[config.mk]
export PLATFORM = sky130hd
export DESIGN_NAME = calendar_date_stepper_unit_flat
export DESIGN_NICKNAME = d
export VERILOG_FILES = /design/src/cds_pkg.sv /design/src/cds_chan_if.sv /design/src/calendar_date_stepper_unit.sv /design/src/flat_wrapper.sv
export VERILOG_INCLUDE_DIRS = /design/src /design/src/src
export SDC_FILE = /design/constraint.sdc
export NUM_CORES = 1
export LEC_CHECK = 0
export ABC_CLOCK_PERIOD_IN_PS = 15100
export BUFFER_PORTS_ARGS = -buffer_cell sky130_fd_sc_hd__buf_4
export CORE_ASPECT_RATIO = 0.7
export CORE_MARGIN = 5
export CORE_UTILIZATION = 50
export DETAILED_ROUTE_END_ITERATION = 8
export GPL_ROUTABILITY_DRIVEN = 0
export PLACE_DENSITY = 0.75
export SETUP_SLACK_MARGIN = 0.1
export SYNTH_ARGS = -nofsm -noshare
export SYNTH_HDL_FRONTEND = slang
export SYNTH_SLANG_ARGS = --single-unit
export TNS_END_PERCENT = 1
[constraint.sdc]
create_clock -name i_clk -period 15.1 [get_ports i_clk]
set_input_delay 0.755 -clock i_clk [delete_from_list [all_inputs] [get_ports i_clk]]
set_output_delay 0.755 -clock i_clk [all_outputs]
set_load 0.005 [all_outputs]
[src/assert_macros.svh]
// Assertion macros shared by the date stepper RTL.
`ifndef ASSERT_MACROS_SVH
`define ASSERT_MACROS_SVH

// Check a property on every clock edge outside reset.
`define CDS_ASSERT(label, prop) \
    label: assert property (@(posedge i_clk) disable iff (!i_rst_n) (prop)) \
        else $error("%m: check failed");

// Check that a condition is followed by another in the next cycle.
`define CDS_ASSERT_NEXT(label, pre, post) \
    label: assert property (@(posedge i_clk) disable iff (!i_rst_n) (pre) |=> (post)) \
        else $error("%m: check failed");

`endif

[src/cds_pkg.sv]
// Types, codes and calendar constants for the date stepper.
`timescale 1ns / 1ps

package cds_pkg;

    typedef struct packed {
        logic [1:0]  mode;
        logic [3:0]  new_month;
        logic [4:0]  new_day;
        logic [15:0] new_year;
        logic [15:0] day_count;
    } t_cds_cmd;

    typedef struct packed {
        logic [3:0]  cur_month;
        logic [4:0]  cur_day;
        logic [15:0] cur_year;
        logic [2:0]  status;
    } t_cds_res;

    localparam logic [1:0] MODE_SET = 2'd0;
    localparam logic [1:0] MODE_ADD = 2'd1;
    localparam logic [1:0] MODE_SUB = 2'd2;

    localparam logic [2:0] ST_OK        = 3'd0;
    localparam logic [2:0] ST_BAD_MONTH = 3'd1;
    localparam logic [2:0] ST_BAD_YEAR  = 3'd2;
    localparam logic [2:0] ST_BAD_DAY   = 3'd3;
    localparam logic [2:0] ST_RANGE     = 3'd4;

    localparam logic [15:0] MIN_SET_YEAR = 16'd1753;
    localparam logic [15:0] MAX_YEAR     = 16'd65535;
    localparam logic [15:0] MIN_YEAR     = 16'd1;
    localparam logic [3:0]  MONTH_FIRST  = 4'd1;
    localparam logic [3:0]  MONTH_LAST   = 4'd12;
    localparam logic [4:0]  DAY_FIRST    = 5'd1;
    localparam logic [4:0]  DAY_DEC_LAST = 5'd31;

    // y is a multiple of 25 exactly when y * inverse(25) mod 2^16 <= floor(65535 / 25)
    localparam logic [15:0] INV25     = 16'd23593;
    localparam logic [15:0] DIV25_LIM = 16'd2621;

    function automatic logic [4:0] days_in(input logic [3:0] month, input logic leap);
        logic [4:0] len;
        case (month)
            4'd2:    len = leap ? 5'd29 : 5'd28;
            4'd4:    len = 5'd30;
            4'd6:    len = 5'd30;
            4'd9:    len = 5'd30;
            4'd11:   len = 5'd30;
            default: len = 5'd31;
        endcase
        return len;
    endfunction

endpackage

[src/cds_chan_if.sv]
// Valid/ready channel carrying one payload transaction per handshake.
`timescale 1ns / 1ps

interface cds_chan_if #(
    parameter type T = logic
);
    logic valid;
    logic ready;
    T     payload;

    modport source (output valid, output payload, input ready);
    modport sink   (input valid, input payload, output ready);
endinterface

[src/calendar_date_stepper_unit.sv]
// Gregorian date register with set, add-days and subtract-days commands.
// Set goes from S_IDLE straight to S_DONE on a bad month or year, else through S_SET; mode 3 goes straight to S_DONE.
// Add/subtract pass through S_STEP, one day per cycle through the stepper, until the count is spent or the range ends.
// A new command is taken only after the result is accepted; ready only while idle.
// Reset (synchronous, active low): date 1/1/2000, sequencer idle, no result pending.
`timescale 1ns / 1ps
`include "assert_macros.svh"

module calendar_date_stepper_unit #(
    parameter int COUNT_BITS = 16
) (
    input  logic       i_clk,
    input  logic       i_rst_n,
    cds_chan_if.sink   i_cmd,
    cds_chan_if.source o_res
);
    import cds_pkg::*;

    localparam int CNT_W = (COUNT_BITS < 16) ? COUNT_BITS : 16;

    typedef enum logic [3:0] {
        S_IDLE = 4'b0001,
        S_SET  = 4'b0010,
        S_STEP = 4'b0100,
        S_DONE = 4'b1000
    } t_state;

    t_state           r_state,   n_state;
    logic [3:0]       r_month,   n_month;
    logic [4:0]       r_day,     n_day;
    logic [15:0]      r_year,    n_year;
    logic [2:0]       r_status,  n_status;
    logic [4:0]       r_new_day, n_new_day;
    logic [CNT_W-1:0] r_cnt,     n_cnt;
    logic             r_back,    n_back;

    logic [15:0] w_prod;
    logic        w_div25;
    logic        w_leap;
    logic [3:0]  w_mon_sel;
    logic [4:0]  w_dim;
    t_cds_cmd    w_cmd;

    assign w_cmd   = i_cmd.payload;
    assign w_prod  = r_year * INV25;
    assign w_div25 = (w_prod <= DIV25_LIM);
    assign w_leap  = (r_year[1:0] == 2'b00) && (!w_div25 || (r_year[3:0] == 4'b0000));

    assign w_mon_sel = ((r_state == S_STEP) && r_back) ? (r_month - 4'd1) : r_month;
    assign w_dim     = days_in(w_mon_sel, w_leap);

    always_comb begin
        n_state   = r_state;
        n_month   = r_month;
        n_day     = r_day;
        n_year    = r_year;
        n_status  = r_status;
        n_new_day = r_new_day;
        n_cnt     = r_cnt;
        n_back    = r_back;
        case (r_state)
            S_IDLE: begin
                if (i_cmd.valid) begin
                    n_status = ST_OK;
                    case (w_cmd.mode)
                        MODE_SET: begin
                            if ((w_cmd.new_month < MONTH_FIRST) ||
                                (w_cmd.new_month > MONTH_LAST)) begin
                                n_status = ST_BAD_MONTH;
                                n_state  = S_DONE;
                            end else if (w_cmd.new_year < MIN_SET_YEAR) begin
                                n_month  = w_cmd.new_month;
                                n_status = ST_BAD_YEAR;
                                n_state  = S_DONE;
                            end else begin
                                n_month   = w_cmd.new_month;
                                n_year    = w_cmd.new_year;
                                n_new_day = w_cmd.new_day;
                                n_state   = S_SET;
                            end
                        end
                        MODE_ADD: begin
                            n_cnt   = w_cmd.day_count[CNT_W-1:0];
                            n_back  = 1'b0;
                            n_state = S_STEP;
                        end
                        MODE_SUB: begin
                            n_cnt   = w_cmd.day_count[CNT_W-1:0];
                            n_back  = 1'b1;
                            n_state = S_STEP;
                        end
                        default: begin
                            n_state = S_DONE;
                        end
                    endcase
                end
            end
            S_SET: begin
                if ((r_new_day >= DAY_FIRST) && (r_new_day <= w_dim)) begin
                    n_day = r_new_day;
                end else begin
                    n_status = ST_BAD_DAY;
                end
                n_state = S_DONE;
            end
            S_STEP: begin
                if (r_cnt == '0) begin
                    n_state = S_DONE;
                end else begin
                    n_cnt = r_cnt - 1'b1;
                    if (!r_back) begin
                        if (r_day < w_dim) begin
                            n_day = r_day + 5'd1;
                        end else if (r_month < MONTH_LAST) begin
                            n_month = r_month + 4'd1;
                            n_day   = DAY_FIRST;
                        end else if (r_year >= MAX_YEAR) begin
                            n_status = ST_RANGE;
                            n_state  = S_DONE;
                        end else begin
                            n_year  = r_year + 16'd1;
                            n_month = MONTH_FIRST;
                            n_day   = DAY_FIRST;
                        end
                    end else begin
                        if (r_day > DAY_FIRST) begin
                            n_day = r_day - 5'd1;
                        end else if (r_month > MONTH_FIRST) begin
                            n_month = w_mon_sel;
                            n_day   = w_dim;
                        end else if (r_year <= MIN_YEAR) begin
                            n_status = ST_RANGE;
                            n_state  = S_DONE;
                        end else begin
                            n_year  = r_year - 16'd1;
                            n_month = MONTH_LAST;
                            n_day   = DAY_DEC_LAST;
                        end
                    end
                end
            end
            S_DONE: begin
                if (o_res.ready) begin
                    n_state = S_IDLE;
                end
            end
            default: begin
                n_state = S_IDLE;
            end
        endcase
    end

    always_ff @(posedge i_clk) begin
        if (!i_rst_n) begin
            r_state  <= S_IDLE;
            r_month  <= MONTH_FIRST;
            r_day    <= DAY_FIRST;
            r_year   <= 16'd2000;
            r_status <= ST_OK;
            r_cnt    <= '0;
            r_back   <= 1'b0;
        end else begin
            r_state  <= n_state;
            r_month  <= n_month;
            r_day    <= n_day;
            r_year   <= n_year;
            r_status <= n_status;
            r_cnt    <= n_cnt;
            r_back   <= n_back;
        end
    end

    always_ff @(posedge i_clk) begin
        r_new_day <= n_new_day;
    end

    assign i_cmd.ready               = (r_state == S_IDLE);
    assign o_res.valid               = (r_state == S_DONE);
    assign o_res.payload.cur_month   = r_month;
    assign o_res.payload.cur_day     = r_day;
    assign o_res.payload.cur_year    = r_year;
    assign o_res.payload.status      = r_status;

    `CDS_ASSERT_NEXT(a_busy_after_accept, i_cmd.valid && i_cmd.ready, !i_cmd.ready)
    `CDS_ASSERT(a_month_in_range, (r_month >= MONTH_FIRST) && (r_month <= MONTH_LAST))
    `CDS_ASSERT(a_day_nonzero, r_day != 5'd0)
    `CDS_ASSERT_NEXT(a_cnt_end, r_state == S_STEP && r_cnt == '0, o_res.valid && r_status == ST_OK)

endmodule

[src/flat_wrapper.sv]
// flat-port wrapper written by rule: the top's interface ports become plain ports
module calendar_date_stepper_unit_flat import cds_pkg::*;
#(
    parameter int COUNT_BITS = 16
)
  (i_clk, i_rst_n, i_cmd_valid, i_cmd_payload, i_cmd_ready, o_res_valid, o_res_payload, o_res_ready);
  cds_chan_if #(.T(t_cds_cmd)) i_cmd_i ();
  cds_chan_if #(.T(t_cds_res)) o_res_i ();
  input  logic i_clk;
  input  logic i_rst_n;
  input wire logic [$bits(i_cmd_i.valid)-1:0] i_cmd_valid;
  input wire logic [$bits(i_cmd_i.payload)-1:0] i_cmd_payload;
  output wire logic [$bits(i_cmd_i.ready)-1:0] i_cmd_ready;
  output wire logic [$bits(o_res_i.valid)-1:0] o_res_valid;
  output wire logic [$bits(o_res_i.payload)-1:0] o_res_payload;
  input wire logic [$bits(o_res_i.ready)-1:0] o_res_ready;
  assign i_cmd_i.valid = i_cmd_valid;
  assign i_cmd_i.payload = i_cmd_payload;
  assign i_cmd_ready = i_cmd_i.ready;
  assign o_res_valid = o_res_i.valid;
  assign o_res_payload = o_res_i.payload;
  assign o_res_i.ready = o_res_ready;
  calendar_date_stepper_unit #(.COUNT_BITS(COUNT_BITS)) u_core (.i_clk(i_clk), .i_rst_n(i_rst_n), .i_cmd(i_cmd_i), .o_res(o_res_i));
endmodule
==> impl_metrics.py, run 1 <==
metrics = {
    "yosys": {
        "synth_area_mm2": 0.00588,
        "synth-seq-area-share_pct": 19.2,
        "synth_flop_cell": "dfxtp_1",
        "synth.avg_cell_area_um2": 7.91,
        "synth-seq-cells": 54,
        "synthArstFlopShare_pct": 0,
        "syn_nets": 889,
        "yosys.area.top_type": "ha_1",
        "synth_warnings": 0,
        "yosys.cell_types.count": 77,
        "postSynthCellCount": 743,
        "synth.top_cells.by_area": "ha_1, dfxtp_1, fa_1, nand2_1, a21oi_1",
        "synth_edf_count": 5,
        "synth_top_area_share_pct": 17.2,
    },
    "detailed_routing": {
        "viasPerCell": 6.28,
        "drt_iter0_markers": 574,
        "postRouteAntennaNets": 0,
        "wl_per_cell_um": 17.9,
        "vias": 5937,
        "dr.pass1.iters": 5,
        "drt_wl_total_mm": 17.0,
        "drc": 0,
    },
    "power_and_ir_drop": {
        "p_per_area_mw_per_mm2": 143,
        "irDropWorstVdd_mv": 0.0783,
        "p_leak_uw": 0.00287,
    },
    "global_route": {
        "grt_remaining_overflow": 0,
        "grt_max_degree": 65,
        "track_usage_pct": 23.6,
        "antenna_found_initial": 0,
        "grt_first_pass_wirelength_mm": 27.6,
        "grt_pass1_vias": 5539,
    },
    "critical_path": {
        "start_kind": "flip-flop",
        "crit_type": "flip-flop to flip-flop",
        "r2r_start": "u_core.r_year[4]$_SDFFE_PN1P_",
        "endpoint_kind": "flip-flop",
        "timing.critical_path.mode_cell": "ha_1",
        "critPathLaunch": "u_core.r_year[4]$_SDFFE_PN1P_",
        "max_stage_delay_ns": 0.55,
        "critPathSlowestCell": "fa_1",
        "crit_family": "adder cells",
        "required_ns": 15.24,
        "cp.arrival_ns": 6.30,
        "crit_path_max_fanout": 8,
        "worst-path-buf-inv": 3,
    },
    "job": {
        "drv_cap": 0,
    },
    "floorplanning": {
        "core_mm2": 0.0116,
        "row_count": 33,
        "die-area_mm2": 0.0141,
        "start_util_pct": 50.7,
        "die_h_um": 101,
        "die_x_um": 140,
        "io-pin-count": 77,
    },
    "cts": {
        "post_cts_buffers": 0,
        "clk_pin_slew_ns": 0.08,
        "clock_path_buffers": 2,
        "clkSinkCount": 54,
        "root_buffer": "clkbuf_16",
        "cts_resized": 0,
        "numCtsBuffers": 5,
        "hold_buffers": 0,
        "cts.htree.levels": 2,
        "insertion_delay_ns": 0.30,
        "cts_tree": "done",
    },
    "final_layout": {
        "drive_gt1_share_pct": 14.1,
        "layout_common_cells": "buf_4, ha_1, nand2_1",
        "seqCellArea_mm2": 0.00113,
        "n_fill_cell": 1015,
        "multiInputGateArea_mm2": 0.00434,
        "layout_commonest_cell": "buf_4",
        "final_util_pct": 57.6,
        "syn_to_final_growth_pct": 13.6,
        "nNetsFinal": 934,
        "antennaDiodeCount": 0,
    },
    "timing": {
        "clock-skew-final_ns": 0.0120,
        "fin_crit_sh_pct": 40.8,
        "hold_viol": 0,
        "report.final.slew_viol_count": 0,
        "setup_viol": 0,
        "slew_headroom_pct": 24.6,
        "fin_crit_ns": 6.16,
        "tightest_slew_ns": 1.13,
        "rsz0062_at_grt": "false",
        "tns_ns": 0,
        "fmax_ghz": 0.162,
    },
    "min_path": {
        "hold_start": "u_core.r_cnt[15]$_SDFFE_PN0P_",
        "hold_class": "flip-flop to flip-flop",
    },
    "outcome": {
        "status": "completed",
    },
    "placement": {
        "hpwlAfterDp_mm": 12.8,
        "numPortBuffers": 76,
    },
}
[sequential cells by signal, summed over array words and instances, names as in the netlist]
register and count:
u_core.r_cnt 16, u_core.r_day 5, u_core.r_back 1, u_core.r_new_day 5, u_core.r_state 4, u_core.r_year 16, u_core.r_month 4, u_core.r_status 3
[final timing paths]
kind                                           to  slack, ns  depth (start not counted)
setup reg to reg  u_core.r_status[2]$_SDFFE_PN0P_       8.94                         25
hold / removal      u_core.r_cnt[15]$_SDFFE_PN0P_       0.48                          2
setup / recovery  u_core.r_status[2]$_SDFFE_PN0P_       8.94                         25
hold reg to reg     u_core.r_cnt[15]$_SDFFE_PN0P_       0.48                          2
[stage by stage]
stage / setup WS (ns) / cells / cell area (µm²) / total power [µW] / hold slack, ns
4_1_cts: 8.98 / 946 / 6680 / 950 / 0.483
2_1_floorplan: 9.60 / 743 / 5880 / 666 / 0.444
5_1_grt: 8.58 / 946 / 6680 / 1040 / 0.515
3_3_place_gp: 9.25 / 938 / 6510 / 782 / 0.456
6_report: 8.94 / 946 / 6680 / 953 / 0.480
3_5_place_dp: 9.03 / 938 / 6510 / 811 / 0.472
[cell families (layout without fill, tap and decap cells)]
kind of cell / count (synthesis) / in the layout / synth area share, %
XOR/XNOR: 16 / 16 / 2.85
adder cells (fa/ha/maj): 99 / 99 / 23.4
AND/OR/NAND/NOR: 247 / 247 / 21.3
AO/OA/AOI/OAI: 217 / 217 / 25.4
buffers and inverters: 105 / 151 / 6.96
multiplexers: 5 / 5 / 0.851
flip-flops: 54 / 54 / 19.2
[tightest hold or removal path, cell delays in order (launching register included)]
cell,delay (ns)
dfxtp_1,0.31
o21ai_0,0.07
a21oi_1,0.06
[metal layers]
metal	global-route usage, %	vias up	wire length, µm
met1	34.0	2835	7620
met5	0	-	0
li1	-	2812	-
met3	3.22	17	1350
met4	4.10	0	145
met2	38.6	273	7860
[cell type report]
type | count | share of cell area [%]
multi-input combinational | 584 | 64.9
sequential | 54 | 16.9
timing repair buffer | 83 | 9.33
inverter | 60 | 3.37
tap | 157 | 2.94
clock buffer | 6 | 1.93
clock inverter | 2 | 0.562
[Yosys cell counts, types with 4 or more instances]
cell type	count
a2111oi_0	4
a211oi_1	11
a21o_1	6
a21oi_1	46
a22oi_1	7
a31oi_1	10
buf_2	5
clkbuf_1	35
dfxtp_1	49
edfxtp_1	5
fa_1	18
ha_1	81
inv_1	59
mux2i_1	5
nand2_1	64
nand2b_1	10
nand3_1	20
nand3b_1	5
nand4_1	8
nor2_1	61
nor2b_1	5
nor3_1	26
nor3b_1	7
nor4_1	6
o2111ai_1	4
o211ai_1	13
o21a_1	7
o21ai_0	44
o21bai_1	7
o221a_2	4
o22ai_1	6
o311a_1	4
o31ai_1	10
o32a_1	5
or2_2	7
or4_1	8
xnor2_1	12
[power by group]
part	switching [µW]	internal (µW)
logic	338	267
clock network	57.1	78.5
registers	40.3	173
Power figures use the tool's default switching activity.
==> run 2: changes to the inputs <==
ABC_AREA = 1   (was default)
ABC_CLOCK_PERIOD_IN_PS = 5190   (was 15100)
PLACE_DENSITY = 0.77   (was 0.75)
clock period = 5.19 ns   (was 15.1 ns; I/O delays follow)
==> run 2 against run 1 <==
Effect of this change:
- the run now ends with negative setup slack left
- final cell count grew 23%
- maximum frequency increased by 14%
- register-to-register slack worse by 9.1 ns
- utilization is 5.6 points higher
- sequential share of layout area shrank 1.5 points
- synthesized area is 3.6% higher
- critical path type unchanged
- routed wire length grew 1.2%
- clock skew decreased by 0.0037 ns
- non-clock buffer count rose by 36
- setup slack got worse by 9.1 ns
==> impl_metrics.py, run 2 <==
metrics = {
    "timing": {
        "fin_crit_sh_pct": 104,
        "tightest_slew_ns": 0.716,
        "hold_viol": 0,
        "setup_viol": 8,
        "report.final.slew_viol_count": 0,
        "rsz0062_at_grt": "true",
        "fin_crit_ns": 5.39,
        "clock-skew-final_ns": 0.00824,
        "timing.final.ws_setup_ns": -0.203,
        "fmax_ghz": 0.185,
        "slew_headroom_pct": 51.9,
    },
    "global_route": {
        "grt_pass1_vias": 5634,
        "grt_remaining_overflow": 0,
        "grt_max_degree": 62,
        "track_usage_pct": 23.8,
        "antenna_found_initial": 0,
        "grt_first_pass_wirelength_mm": 28.0,
    },
    "critical_path": {
        "critPathSlowestCell": "fa_1",
        "crit_path_max_fanout": 7,
        "start_kind": "flip-flop",
        "cp.arrival_ns": 5.58,
        "r2r_start": "u_core.r_year[2]$_SDFFE_PN0P_",
        "max_stage_delay_ns": 0.51,
        "crit_type": "flip-flop to flip-flop",
        "timing.critical_path.mode_cell": "nand2_1",
        "required_ns": 5.38,
        "endpoint_kind": "flip-flop",
        "critPathLaunch": "u_core.r_year[2]$_SDFFE_PN0P_",
    },
    "placement": {
        "numPortBuffers": 76,
        "hpwlAfterDp_mm": 13.7,
        "place_area_mm2": 0.00716,
    },
    "yosys": {
        "synth-seq-cells": 54,
        "synth_top_family_by_area": "simple AND/OR/NAND/NOR gates",
        "synth-seq-area-share_pct": 18.6,
        "synth_compound_area_share_pct": 13.3,
        "synth_area_mm2": 0.00609,
        "synthArstFlopShare_pct": 0,
        "synthTopCellsByCount": "nand2_1, inv_1, nor2_1",
        "synth.top_cells.by_area": "ha_1, dfxtp_1, nand2_1, inv_1, fa_1",
        "yosys.cell_count.top_type": "nand2_1",
        "synth_warnings": 0,
        "synthMuxAreaShare_pct": 0.164,
        "synth.avg_cell_area_um2": 6.71,
        "postSynthCellCount": 908,
        "yosys.cell_types.count": 48,
        "synth_flop_cell": "dfxtp_1",
        "syn_nets": 1054,
        "synth_edf_count": 5,
        "synth_top_area_share_pct": 16.6,
        "yosys.area.top_type": "ha_1",
        "synthXorXnorAreaFrac_pct": 3.29,
        "yosys.area_share.adder_pct": 22.6,
        "synth-simple-area-share_pct": 31.3,
    },
    "floorplanning": {
        "io-pin-count": 77,
        "die_h_um": 102,
        "row_count": 33,
        "die_x_um": 142,
        "start_util_pct": 51.6,
        "die-area_mm2": 0.0145,
        "core_mm2": 0.0118,
    },
    "outcome": {
        "failed_checks": "negative setup slack",
        "status": "finished, violations left",
    },
    "detailed_routing": {
        "routed.top_layer": "met4",
        "viasPerCell": 5.41,
        "drt-met1-wl_mm": 8.59,
        "wl_per_cell_um": 14.7,
        "drt_wl_total_mm": 17.2,
        "vias": 6314,
        "dr.pass1.iters": 5,
        "drc": 0,
        "postRouteAntennaNets": 0,
        "wl_met3_mm": 1.90,
        "drt_iter0_markers": 723,
        "routed-wl-met2_mm": 6.61,
    },
    "cts": {
        "clkSinkCount": 54,
        "cts_tree": "done",
        "numCtsBuffers": 5,
        "root_buffer": "clkbuf_16",
        "insertion_delay_ns": 0.30,
        "cts.htree.levels": 2,
        "clk_pin_slew_ns": 0.08,
        "clock_path_buffers": 2,
    },
    "final_layout": {
        "drive_gt1_share_pct": 18.8,
        "layout_common_cells": "nand2_1, inv_1, buf_4",
        "seqCellArea_mm2": 0.00115,
        "n_fill_cell": 1071,
        "antennaDiodeCount": 0,
        "nNetsFinal": 1155,
        "final_area_mm2": 0.00746,
        "layout_commonest_cell": "nand2_1",
        "top_regs": "u_core.r_cnt x16, u_core.r_year x16",
        "syn_to_final_growth_pct": 22.5,
        "final_util_pct": 63.2,
        "multiInputGateArea_mm2": 0.00451,
    },
    "min_path": {
        "hold_start": "i_cmd_payload[34]",
        "hold_class": "primary input to flip-flop",
    },
    "job": {
        "drv_cap": 0,
    },
}
-- run 2: routing by layer --
metal / global-route usage [%] / vias to the layer above
li1: - / 3182
met1: 37.8 / 2827
met2: 33.5 / 296
met3: 4.91 / 9
met4: 2.80 / 0
met5: 0 / -
-- run 2: stage by stage --
stage               TNS [ns]  worst slack (ns)  hold WS [ns]  cells
floorplan                  0             0.112         0.358    908
global placement       -1.36            -0.192         0.438   1158
detailed placement     -2.02            -0.272         0.439   1158
CTS                    -1.14            -0.205         0.132   1167
global route           -4.21            -0.528         0.131   1167
finish                 -1.11            -0.203         0.135   1167
-- run 2: worst paths after layout --
| path | to | slack, ns | depth (start not counted) |
|---|---|---|---|
| worst max-delay path | u_core.r_day[1]$_SDFFE_PN0P_ | -0.20 | 33 |
| worst min-delay path | u_core.r_new_day[2]$_DFFE_PP_ | 0.14 | 1 |
| worst max register to register | u_core.r_day[1]$_SDFFE_PN0P_ | -0.20 | 33 |
| worst min register to register | u_core.r_status[0]$_SDFFE_PN0P_ | 0.47 | 2 |
-- run 2: final cells by class --
| type | count | share of cell area (%) |
|---|---|---|
| Timing Repair Buffer | 119 | 12.0 |
| Inverter | 143 | 7.23 |
| Clock inverter | 2 | 0.235 |
| Multi-Input combinational cell | 686 | 60.4 |
| Tap cell | 157 | 2.63 |
| Sequential cell | 54 | 15.5 |
| Clock buffer | 6 | 2.01 |
-- run 2: cell families (layout without fill, tap and decap cells) --
kind of cell,after synthesis,after routing
AO/OA/AOI/OAI,143,143
XOR/XNOR,22,22
buffers and inverters,168,270
adder cells (fa/ha/maj),99,99
AND/OR/NAND/NOR,421,421
multiplexers,1,1
flip-flops,54,54
-- run 2: what timing repair did --
action | in CTS | in global routing
hold buffers | 0 | 0
buffers inserted | 1 | 0
pin swaps | 13 | 5
endpoints found under the setup margin | 8 | 28
resized for setup | 19 | 6
-- run 2: critical path, delay by kind of cell (launching register included) --
family	cells	cell delay, ns
AND/OR/NAND/NOR	13	0.97
adder cells (fa/ha/maj)	8	2.77
buffers and inverters	6	0.37
AO/OA/AOI/OAI	6	0.78
flip-flops	1	0.39
Power of run 2 is left out: the tool's default activity adds up to more than one toggle a clock period on the data nets, which glitch-free logic cannot reach.
